**src/hw/rtl/uule_pkg.sv**
```systemverilog
// Package: constants, types and state codes of the uuencode line encoder
`timescale 1ns / 1ps
package uule_pkg;

    localparam int LINE_BYTES = 45;
    localparam int CNT_W      = $clog2(LINE_BYTES + 1);
    localparam int ADDR_W     = $clog2(LINE_BYTES);

    localparam logic [7:0] CHAR_OFFSET_RST = 8'd32;

    typedef enum logic [2:0] {
        S_IDLE,
        S_LEN,
        S_RD,
        S_CAP,
        S_CHR,
        S_TERM
    } t_state;

    typedef struct packed {
        logic              we;
        logic [ADDR_W-1:0] waddr;
        logic [7:0]        wdata;
        logic [ADDR_W-1:0] raddr;
    } t_buf_req;

    typedef struct packed {
        logic [7:0] out_char;
        logic       end_of_line;
        logic       last_of_run;
    } t_out_item;

endpackage

```
**src/hw/rtl/uuencode_line_encoder_unit.sv**
```systemverilog
// Top level of the uuencode line encoder
//
//  channel   dir  handshake                        payload
//  s_axis    in   s_axis_tvalid / s_axis_tready    tdata = data_byte, tlast = end_of_data
//  m_axis    out  m_axis_tvalid / m_axis_tready    tdata = out_char, tlast = end_of_line,
//                                                  tuser = last_of_run
//  cfg       in   i_cfg_we                         i_cfg_wdata = char_offset
//
// A byte that does not close a line is written to the line buffer and the input stays ready.
// A byte that closes a line holds the input while the length char goes out, each byte
// is read from the buffer and captured, and the chars of each group go out, then the
// terminator line if a full line ends the data; each char uses the one extract/offset unit.
// A stalled output holds the sequencer in place; the output register lets the next
// item in while the final char of a line waits.
// Synchronous reset clears the line count and sets char_offset to 32.
`timescale 1ns / 1ps
module uuencode_line_encoder_unit (
    input  logic       i_clk,
    input  logic       i_rst_n,
    input  logic       i_cfg_we,
    input  logic [7:0] i_cfg_wdata,
    input  logic       s_axis_tvalid,
    output logic       s_axis_tready,
    input  logic [7:0] s_axis_tdata,   // [7:0] data_byte
    input  logic       s_axis_tlast,
    output logic       m_axis_tvalid,
    input  logic       m_axis_tready,
    output logic [7:0] m_axis_tdata,   // [7:0] out_char
    output logic       m_axis_tlast,
    output logic [0:0] m_axis_tuser    // [0] last_of_run
);

    uule_pkg::t_buf_req  buf_req;
    logic [7:0]          buf_rdata;
    uule_pkg::t_out_item out_item;

    uule_linebuf u_linebuf (
        .i_clk   (i_clk),
        .i_req   (buf_req),
        .o_rdata (buf_rdata)
    );

    uule_seq u_seq (
        .i_clk       (i_clk),
        .i_rst_n     (i_rst_n),
        .i_cfg_we    (i_cfg_we),
        .i_cfg_wdata (i_cfg_wdata),
        .i_in_valid  (s_axis_tvalid),
        .o_in_ready  (s_axis_tready),
        .i_in_byte   (s_axis_tdata),
        .i_in_last   (s_axis_tlast),
        .o_buf_req   (buf_req),
        .i_buf_rdata (buf_rdata),
        .o_out_valid (m_axis_tvalid),
        .i_out_ready (m_axis_tready),
        .o_out_item  (out_item)
    );

    assign m_axis_tdata    = out_item.out_char;
    assign m_axis_tlast    = out_item.end_of_line;
    assign m_axis_tuser[0] = out_item.last_of_run;

endmodule

```
**src/hw/rtl/uule_linebuf.sv**
```systemverilog
// Line buffer: one write port, one registered read port
`timescale 1ns / 1ps
module uule_linebuf (
    input  logic               i_clk,
    input  uule_pkg::t_buf_req i_req,
    output logic [7:0]         o_rdata
);

    logic [7:0] r_mem [uule_pkg::LINE_BYTES];
    logic [7:0] r_rdata;

    always_ff @(posedge i_clk) begin
        if (i_req.we) begin
            r_mem[i_req.waddr] <= i_req.wdata;
        end
        r_rdata <= r_mem[i_req.raddr];
    end

    assign o_rdata = r_rdata;

endmodule

```
**src/hw/rtl/uule_seq.sv**
```systemverilog
// Sequencer: byte intake, group assembly, shared 6-bit extract/offset unit, output register
`timescale 1ns / 1ps
module uule_seq (
    input  logic                 i_clk,
    input  logic                 i_rst_n,
    input  logic                 i_cfg_we,
    input  logic [7:0]           i_cfg_wdata,
    input  logic                 i_in_valid,
    output logic                 o_in_ready,
    input  logic [7:0]           i_in_byte,
    input  logic                 i_in_last,
    output uule_pkg::t_buf_req   o_buf_req,
    input  logic [7:0]           i_buf_rdata,
    output logic                 o_out_valid,
    input  logic                 i_out_ready,
    output uule_pkg::t_out_item  o_out_item
);

    localparam int CW = uule_pkg::CNT_W;

    uule_pkg::t_state    r_state, n_state;
    logic [CW-1:0]       r_count, n_count;
    logic [CW-1:0]       r_len, n_len;
    logic [CW-1:0]       r_pos, n_pos;
    logic                r_term, n_term;
    logic [1:0]          r_k, n_k;
    logic [1:0]          r_c, n_c;
    logic [23:0]         r_word, n_word;
    logic [7:0]          r_offset;
    logic                r_ovalid, n_ovalid;
    uule_pkg::t_out_item r_out, n_out;

    logic          out_free;
    logic [CW-1:0] cnt_inc;
    logic          full;
    logic [CW-1:0] rem;
    logic [1:0]    grp_n;
    logic          grp_end;
    logic          line_end;
    logic [CW-1:0] pos_next;

    always_ff @(posedge i_clk) begin
        if (!i_rst_n) begin
            r_state  <= uule_pkg::S_IDLE;
            r_count  <= '0;
            r_ovalid <= 1'b0;
            r_offset <= uule_pkg::CHAR_OFFSET_RST;
        end else begin
            r_state  <= n_state;
            r_count  <= n_count;
            r_ovalid <= n_ovalid;
            if (i_cfg_we) begin
                r_offset <= i_cfg_wdata;
            end
        end
    end

    always_ff @(posedge i_clk) begin
        r_len  <= n_len;
        r_pos  <= n_pos;
        r_term <= n_term;
        r_k    <= n_k;
        r_c    <= n_c;
        r_word <= n_word;
        r_out  <= n_out;
    end

    always_comb begin
        n_state  = r_state;
        n_count  = r_count;
        n_len    = r_len;
        n_pos    = r_pos;
        n_term   = r_term;
        n_k      = r_k;
        n_c      = r_c;
        n_word   = r_word;
        n_out    = r_out;
        out_free = !r_ovalid || i_out_ready;
        n_ovalid = r_ovalid && !i_out_ready;

        cnt_inc  = CW'(r_count + CW'(1));
        full     = (cnt_inc == CW'(uule_pkg::LINE_BYTES));
        rem      = CW'(r_len - r_pos);
        grp_n    = (rem > CW'(3)) ? 2'd3 : rem[1:0];
        pos_next = CW'(r_pos + CW'(grp_n));
        grp_end  = (r_c == grp_n);
        line_end = grp_end && (pos_next == r_len);

        o_in_ready      = (r_state == uule_pkg::S_IDLE);
        o_buf_req.we    = 1'b0;
        o_buf_req.waddr = r_count[uule_pkg::ADDR_W-1:0];
        o_buf_req.wdata = i_in_byte;
        o_buf_req.raddr = uule_pkg::ADDR_W'(CW'(r_pos + CW'(r_k)));

        unique case (r_state)
            uule_pkg::S_IDLE: begin
                if (i_in_valid) begin
                    o_buf_req.we = 1'b1;
                    if (full || i_in_last) begin
                        n_len   = cnt_inc;
                        n_term  = full && i_in_last;
                        n_pos   = '0;
                        n_count = '0;
                        n_state = uule_pkg::S_LEN;
                    end else begin
                        n_count = cnt_inc;
                    end
                end
            end
            uule_pkg::S_LEN: begin
                if (out_free) begin
                    n_out.out_char    = 8'(r_len) + r_offset;
                    n_out.end_of_line = 1'b0;
                    n_out.last_of_run = 1'b0;
                    n_ovalid          = 1'b1;
                    n_k               = '0;
                    n_word            = '0;
                    n_state           = uule_pkg::S_RD;
                end
            end
            uule_pkg::S_RD: begin
                n_state = uule_pkg::S_CAP;
            end
            uule_pkg::S_CAP: begin
                case (r_k)
                    2'd0:    n_word[23:16] = i_buf_rdata;
                    2'd1:    n_word[15:8]  = i_buf_rdata;
                    default: n_word[7:0]   = i_buf_rdata;
                endcase
                if (2'(r_k + 2'd1) == grp_n) begin
                    n_c     = '0;
                    n_state = uule_pkg::S_CHR;
                end else begin
                    n_k     = 2'(r_k + 2'd1);
                    n_state = uule_pkg::S_RD;
                end
            end
            uule_pkg::S_CHR: begin
                if (out_free) begin
                    n_out.out_char    = {2'b00, r_word[23:18]} + r_offset;
                    n_out.end_of_line = line_end;
                    n_out.last_of_run = line_end && !r_term;
                    n_ovalid          = 1'b1;
                    n_word            = {r_word[17:0], 6'd0};
                    n_c               = 2'(r_c + 2'd1);
                    if (grp_end) begin
                        n_pos  = pos_next;
                        n_k    = '0;
                        n_word = '0;
                        if (line_end) begin
                            n_state = r_term ? uule_pkg::S_TERM : uule_pkg::S_IDLE;
                        end else begin
                            n_state = uule_pkg::S_RD;
                        end
                    end
                end
            end
            uule_pkg::S_TERM: begin
                if (out_free) begin
                    n_out.out_char    = r_offset;
                    n_out.end_of_line = 1'b1;
                    n_out.last_of_run = 1'b1;
                    n_ovalid          = 1'b1;
                    n_state           = uule_pkg::S_IDLE;
                end
            end
            default: begin
                n_state = uule_pkg::S_IDLE;
            end
        endcase
    end

    assign o_out_valid = r_ovalid;
    assign o_out_item  = r_out;

endmodule

```
**config.mk**
```make
export PLATFORM = sky130hd
export DESIGN_NAME = uuencode_line_encoder_unit
export DESIGN_NICKNAME = d
export VERILOG_FILES = /design/src/hw/rtl/uule_pkg.sv /design/src/hw/rtl/uuencode_line_encoder_unit.sv /design/src/hw/rtl/uule_linebuf.sv /design/src/hw/rtl/uule_seq.sv
export SDC_FILE = /design/constraint.sdc
export NUM_CORES = 1
export LEC_CHECK = 0
export BUFFER_PORTS_ARGS = -buffer_cell sky130_fd_sc_hd__buf_2
export CAP_MARGIN = 20
export CORE_MARGIN = 8
export CORE_UTILIZATION = 56
export CTS_BUF_LIST = sky130_fd_sc_hd__clkbuf_16
export DETAILED_ROUTE_END_ITERATION = 8
export GPL_TIMING_DRIVEN = 0
export PLACE_DENSITY = 0.78
export SYNTH_ARGS = -nofsm -noshare
export SYNTH_HDL_FRONTEND = slang
export SYNTH_SLANG_ARGS = --single-unit
```
**constraint.sdc**
```tcl
create_clock -name i_clk -period 3.45 [get_ports i_clk]
set_clock_uncertainty 0.2 [all_clocks]
set_input_delay 0.69 -clock i_clk [delete_from_list [all_inputs] [get_ports i_clk]]
set_output_delay 0.69 -clock i_clk [all_outputs]
set_load 0.01 [all_outputs]
```
==> results of run 1 <==
[worst max-delay path by stage]
| stage | endpoint | depth (start not counted) | slack, ns |
|---|---|---|---|
| after floorplan | u_seq.r_state[1]$_SDFFE_PN0P_ | 15 | 0.001 |
| after detailed placement | u_linebuf.o_rdata[1]$_DFF_P_ | 9 | -0.81 |
| after global placement | u_linebuf.o_rdata[1]$_DFF_P_ | 9 | -0.76 |
| final | u_seq.o_out_item[0]$_DFFE_PP_ | 14 | -0.14 |
| after global routing | u_seq.o_out_item[0]$_DFFE_PP_ | 16 | -0.30 |
| after CTS | u_seq.r_state[1]$_SDFFE_PN0P_ | 16 | -0.12 |
[through the flow]
step | TNS (ns) | setup WS (ns) | total power [mW]
global route | -1.39 | -0.299 | 11.8
CTS | -0.292 | -0.118 | 11.5
detailed placement | -8.14 | -0.811 | 7.20
finish | -0.535 | -0.139 | 11.5
global placement | -7.46 | -0.759 | 7.16
floorplan | 0 | 0.00145 | 6.82
[state kept, by name (all words and copies together) (netlist names), 2 cells and up]
signal,cells
u_seq.r_word,24
u_seq.r_c,2
u_linebuf.r_mem,360
u_linebuf.o_rdata,8
u_seq.r_count,6
u_seq.r_offset,8
u_seq.r_state,3
u_seq.o_out_item,10
u_seq.r_len,6
u_seq.r_k,2
u_seq.r_pos,6
[layout make-up]
type | instances | area share [%]
Sequential cell | 437 | 62.8
Multi-Input combinational cell | 471 | 24.9
Clock buffer | 44 | 5.38
Tap cell | 402 | 2.46
Timing Repair Buffer | 63 | 1.94
Buffer | 41 | 1.21
Clock inverter | 32 | 0.941
Inverter | 19 | 0.373
[cell usage in the layout, fill, tap and decap left out, types with 4 or more instances in the layout]
master and n:
clkbuf_4 4, a31oi_1 4, edfxtp_1 411, mux2i_1 16
xnor2_2 5, nand4_1 5, nor2_1 79, nor3_1 6
buf_4 32, nor2_2 8, nand3_1 15, clkinv_1 7
mux4_2 112, clkbuf_1 13, inv_2 6, a22o_1 6
mux2_2 6, xor2_1 9, a21boi_0 4, nor2b_1 20
xnor2_1 14, clkinv_2 5, o21ai_0 12, and3_1 9
buf_2 45, inv_1 26, and2_1 6, ha_1 16
clkbuf_16 44, nand2_1 25, dfxtp_1 25, a21o_1 15
a21oi_1 24
[cells by family after synthesis]
kind of cell | after synthesis
buf+inv | 63
flops | 437
xor+xnor | 30
compound gates | 90
simple gates | 195
fa+ha+maj | 22
mux | 134
[repair_timing]
item,CTS,global route
resized for setup,40,54
pin swaps,14,16
setup endpoints to repair,16,124
buffers inserted,13,13
[per-layer routing]
metal  wire [µm]  share of wire [%]  up-vias  GRT usage [%]
met3        2630                7.1       78           3.47
met2       18600                 50      419           32.4
met1       14700                 40     4783           25.2
met5           0                  0        -              0
met4        1110                3.0        0           6.43
li1            -                  -     4089              -
[report_power, final]
group / internal, mW / total [mW] / switching (mW)
Sequential: 5.90 / 5.94 / 0.0468
Combinational: 0.565 / 1.24 / 0.676
Clock: 2.39 / 4.30 / 1.91
[worst max-delay path, cell delays in order (launching register included)]
cell       delay, ns
edfxtp_1        0.52
ha_4            0.38
nand3b_1        0.12
nand4_1         0.16
nand3_4         0.14
nand3b_4        0.13
inv_2           0.05
fa_2            0.39
nor3_4          0.16
xnor2_2         0.15
xor2_1          0.18
nand3_2         0.13
a2111oi_4       0.41
nand3_1         0.16
o21ai_1         0.16
==> out/qor.yml, run 1 <==
clkLatencyLatePin_ns: 0.54
report.final.slew_viol_count: 0
synthAdderAreaFrac_pct: 1.69
synth_seq_area_share_pct: 71.3
endpoint_kind: "flop"
synth_top_family_by_area: "multiplexers"
critical_path_class: "flop to flop"
fin_util_pct: 64.7
rows: 65
crit_arrival_ns: 3.78
seqCellArea_um2: 12900
synth_mux_area_share_pct: 15.3
cts_root_buf: "clkbuf_16"
fmax_mhz: 279
grt_first_pass_wirelength_um: 56500
whs_ns: 0.184
synthArstFlopShare_pct: 0
final_cells: 1509
start_util_pct: 57.0
cts_htree_levels: 2
maxCapViolations: 0
period_needed_ns: 3.59
synth_area_leader_cell: "edfxtp_1"
ant_nets: 0
dp_hpwl_um: 24000
clock_sinks: 437
fp.dieH_um: 195
synth.distinct_cells: 59
antenna_found_initial: 0
status: "finished with violations"
nets: 1121
worst_r2r_path_depth: 14
crit_start: "u_seq.r_len[2]$_DFFE_PP_"
vias: 9369
r2r_start: "u_seq.r_len[2]$_DFFE_PP_"
synthTopCellsByCount: "edfxtp_1, mux4_2, nor2_1"
period_share_pct: 104
track_usage_pct: 19.3
diodes: 0
dp.cells: 1406
postSynthCellCount: 971
r2r_slack_ns: -0.14
min-delay-start: "i_cfg_wdata[5]"
ctsHoldBuffers: 0
wl_per_cell_um: 24.5
cts.reportedPaths.clkPinSlew_ns: 0.06
hold_depth: 3
cp.required_ns: 3.64
coreArea_um2: 31600
routabilityCongestion: 0.878
synth.avg_cell_area_um2: 18.6
start_kind: "flop"
dpl_cell_area_um2: 18800
cts_tree: "yes"
path_max_fanout: 5
vdd_ir_drop_max_mv: 0.475
avgViaCountPerCell: 6.21
setup_viol: 5
layout-drive-gt1-share_pct: 27.8
p_per_area_nw_per_um2: 561
wl_um: 37000
synth_top_area_share_pct: 68.5
drc: 0
first_pass_iters: 5
ys_dominant_reg_cell: "edfxtp_1"
synth-seq-cells: 437
failed_checks: "setup timing"
synthTopCellsByArea: "edfxtp_1, mux4_2, dfxtp_1"
fin_area_um2: 20500
io-pin-count: 34
io_buffers: 32
synthSimpleGateAreaFrac_pct: 5.30
fill_cells: 2048
syn_to_final_growth_pct: 13.6
die_w_um: 195
multi_input_area_um2: 5090
rsz0062_at_grt: "yes"
cellLeakagePower_nw: 6.93
hold_class: "input port to flop"
worstHoldEndpoint: "u_seq.r_offset[5]$_SDFFE_PN1P_"
ctsLongestPathBuffers: 3
synth-compound-area-share_pct: 3.48
synth_edf_count: 411
yosysWarnings: 0
grt_max_degree: 46
grt-ovfl-total: 0
fin_ws_ns: -0.139
drt-initial-drc-count: 835
syn-num-nets: 1015
hold_viol: 0
tightest_slew_ns: 1.05
grt_pass1_vias: 9393
relSlewSlack_pct: 29.0
dieArea_um2: 38200
r2r_end: "u_seq.o_out_item[0]$_DFFE_PP_"
cts_buffers: 44
synth_xor_area_share_pct: 1.54
synth.most_common_cell: "edfxtp_1"
syn-cell-area_um2: 18000
Note: power is estimated with default switching activity, not from simulation.
==> run 2: changes to the inputs <==
--- a/config.mk
+++ b/config.mk
@@ -8,11 +8,12 @@
 export BUFFER_PORTS_ARGS = -buffer_cell sky130_fd_sc_hd__buf_2
 export CAP_MARGIN = 20
 export CORE_MARGIN = 8
-export CORE_UTILIZATION = 56
-export CTS_BUF_LIST = sky130_fd_sc_hd__clkbuf_16
+export CORE_UTILIZATION = 58
+export CTS_BUF_LIST = sky130_fd_sc_hd__clkbuf_8
 export DETAILED_ROUTE_END_ITERATION = 8
 export GPL_TIMING_DRIVEN = 0
-export PLACE_DENSITY = 0.78
+export PLACE_DENSITY = 0.8
+export SLEW_MARGIN = 15
 export SYNTH_ARGS = -nofsm -noshare
 export SYNTH_HDL_FRONTEND = slang
 export SYNTH_SLANG_ARGS = --single-unit
==> run 2 against run 1 <==
Net effect: the run still ends with setup timing left; largest power group unchanged; fmax increased by 1.4%; worst hold slack got worse by 0.080 ns; flip-flop and latch count unchanged; critical endpoint is now u_seq.r_state[1]$_SDFFE_PN0P_.
==> out/qor.yml, run 2 (same netlist as run 1, synthesis figures left out) <==
met1_usage_pct: 25.8
status: "finished with violations"
start_util_pct: 58.9
fmax_mhz: 283
antenna_found_initial: 0
failed_checks: "setup timing"
start_kind: "flop"
ctsHoldBuffers: 0
relSlewSlack_pct: 23.4
vias: 9480
crit_top_cell: "inv_2"
dieArea_um2: 37000
routabilityCongestion: 0.910
hold_viol: 0
top_register: "u_linebuf.r_mem"
nets: 1143
diodes: 0
syn_to_final_growth_pct: 13.5
io_buffers: 32
critical_path_class: "flop to flop"
cellLeakagePower_nw: 6.98
cts_htree_levels: 3
seqCellArea_um2: 12900
period_needed_ns: 3.54
first_pass_iters: 5
cp.buffers_inverters: 3
rows: 64
dp_hpwl_um: 24200
wl_um: 36300
grt_max_degree: 46
power_mw: 11.2
rsz0062_at_grt: "yes"
io-pin-count: 34
whs_ns: 0.105
top_usage_layer: "met2"
path_delay_family: "adder cells"
fin_util_pct: 66.9
path_max_fanout: 4
grtUsageMet2_pct: 33.2
tightest_slew_ns: 1.14
cp_slowest_stage_delay_ns: 0.42
track_usage_pct: 19.9
dpl_cell_area_um2: 18800
fin_area_um2: 20500
fill_cells: 1929
wl_per_cell_um: 23.5
report.final.slew_viol_count: 0
mostFrequentLayoutCell: "edfxtp_1"
layout-drive-gt1-share_pct: 29.6
r2r_slack_ns: -0.09
largest_reg_flops: 360
grtUsageMet3_pct: 3.67
crit_arrival_ns: 3.84
coreArea_um2: 30600
cts_root_buf: "clkbuf_8"
multi_input_area_um2: 5110
clock_sinks: 437
ant_nets: 0
setup_viol: 4
ctsLongestPathBuffers: 3
period_share_pct: 103
p_per_area_nw_per_um2: 547
drt-initial-drc-count: 852
final_cell_mix: "edfxtp_1, mux4_2, clkbuf_8"
avgViaCountPerCell: 6.13
endpoint_kind: "flop"
post-place-ws_ns: -0.818
cp.required_ns: 3.75
cts.reportedPaths.clkPinSlew_ns: 0.06
fin_ws_ns: -0.0893
die_w_um: 192
hold_class: "input port to flop"
drc: 0
fp.dieH_um: 192
grt_pass1_vias: 9598
clkLatencyLatePin_ns: 0.61
cts_buffers: 71
maxCapViolations: 0
slowest_stage: "a2111oi_4"
cts_tree: "yes"
vdd_ir_drop_max_mv: 0.540
grt-ovfl-total: 0
grt_first_pass_wirelength_um: 55300
worstPathCellList: "inv_2 -> ha_4 -> inv_2 -> fa_2 -> xor2_4 -> nor2_8 -> nand3b_4 -> inv_2 -> fa_2 -> nor3_2 -> xnor2_1 -> xor2_1 -> nand3_1 -> a2111oi_4 -> a2111oi_2 -> o211a_1"
## run 2: report_power, final
part           total (mW)  leakage [nW]  switching, mW  internal (mW)
Sequential           5.94          3.94         0.0411           5.90
Clock                4.00         0.763           1.96           2.04
Combinational        1.26          2.27          0.677          0.582
## run 2: cell type report
type                    instances  area share (%)
clock inverters                48            1.06
inverters                      19           0.348
plain buffers                  41            1.39
clock buffers                  76            5.11
well taps                     396            2.42
repair buffers                 58            1.86
flip-flops and latches        437            62.8
multi-input cells             471            25.0
## run 2: what timing repair did
item	in CTS	in global routing
gates cloned	0	0
setup buffers	7	19
gates resized for setup	36	83
pin swaps	14	16
endpoints found under the setup margin	16	110
## run 2: worst paths after layout
kind,depth (start not counted),endpoint,start
worst max-delay path,16,u_seq.r_state[1]$_SDFFE_PN0P_,u_seq.r_len[0]$_DFFE_PP_
worst min-delay path,3,u_seq.r_offset[5]$_SDFFE_PN1P_,i_cfg_wdata[5]
worst max register to register,16,u_seq.r_state[1]$_SDFFE_PN0P_,u_seq.r_len[0]$_DFFE_PP_
worst min register to register,1,u_seq.r_word[17]$_DFFE_PP_,u_seq.r_word[11]$_DFFE_PP_
## run 2: tightest hold or removal path: cells and delay by family
kind | cells | cell delay (ns)
muxes | 1 | 0.05
and+or+nand+nor | 1 | 0.06
buffers and inverters | 1 | 0.07
## run 2: through the flow
step / setup TNS (ns) / instances
final: -0.258 / 1546
after global routing: -1.92 / 1546
after CTS: -1.41 / 1528
after detailed placement: -8.21 / 1399
after global placement: -8.04 / 1399
after floorplan: 0 / 971
## run 2: metal layers
metal | vias up | wire length (µm)
li1 | 4146 | -
met1 | 4809 | 14300
met2 | 440 | 18100
met3 | 85 | 2650
met4 | 0 | 1160
met5 | - | 0
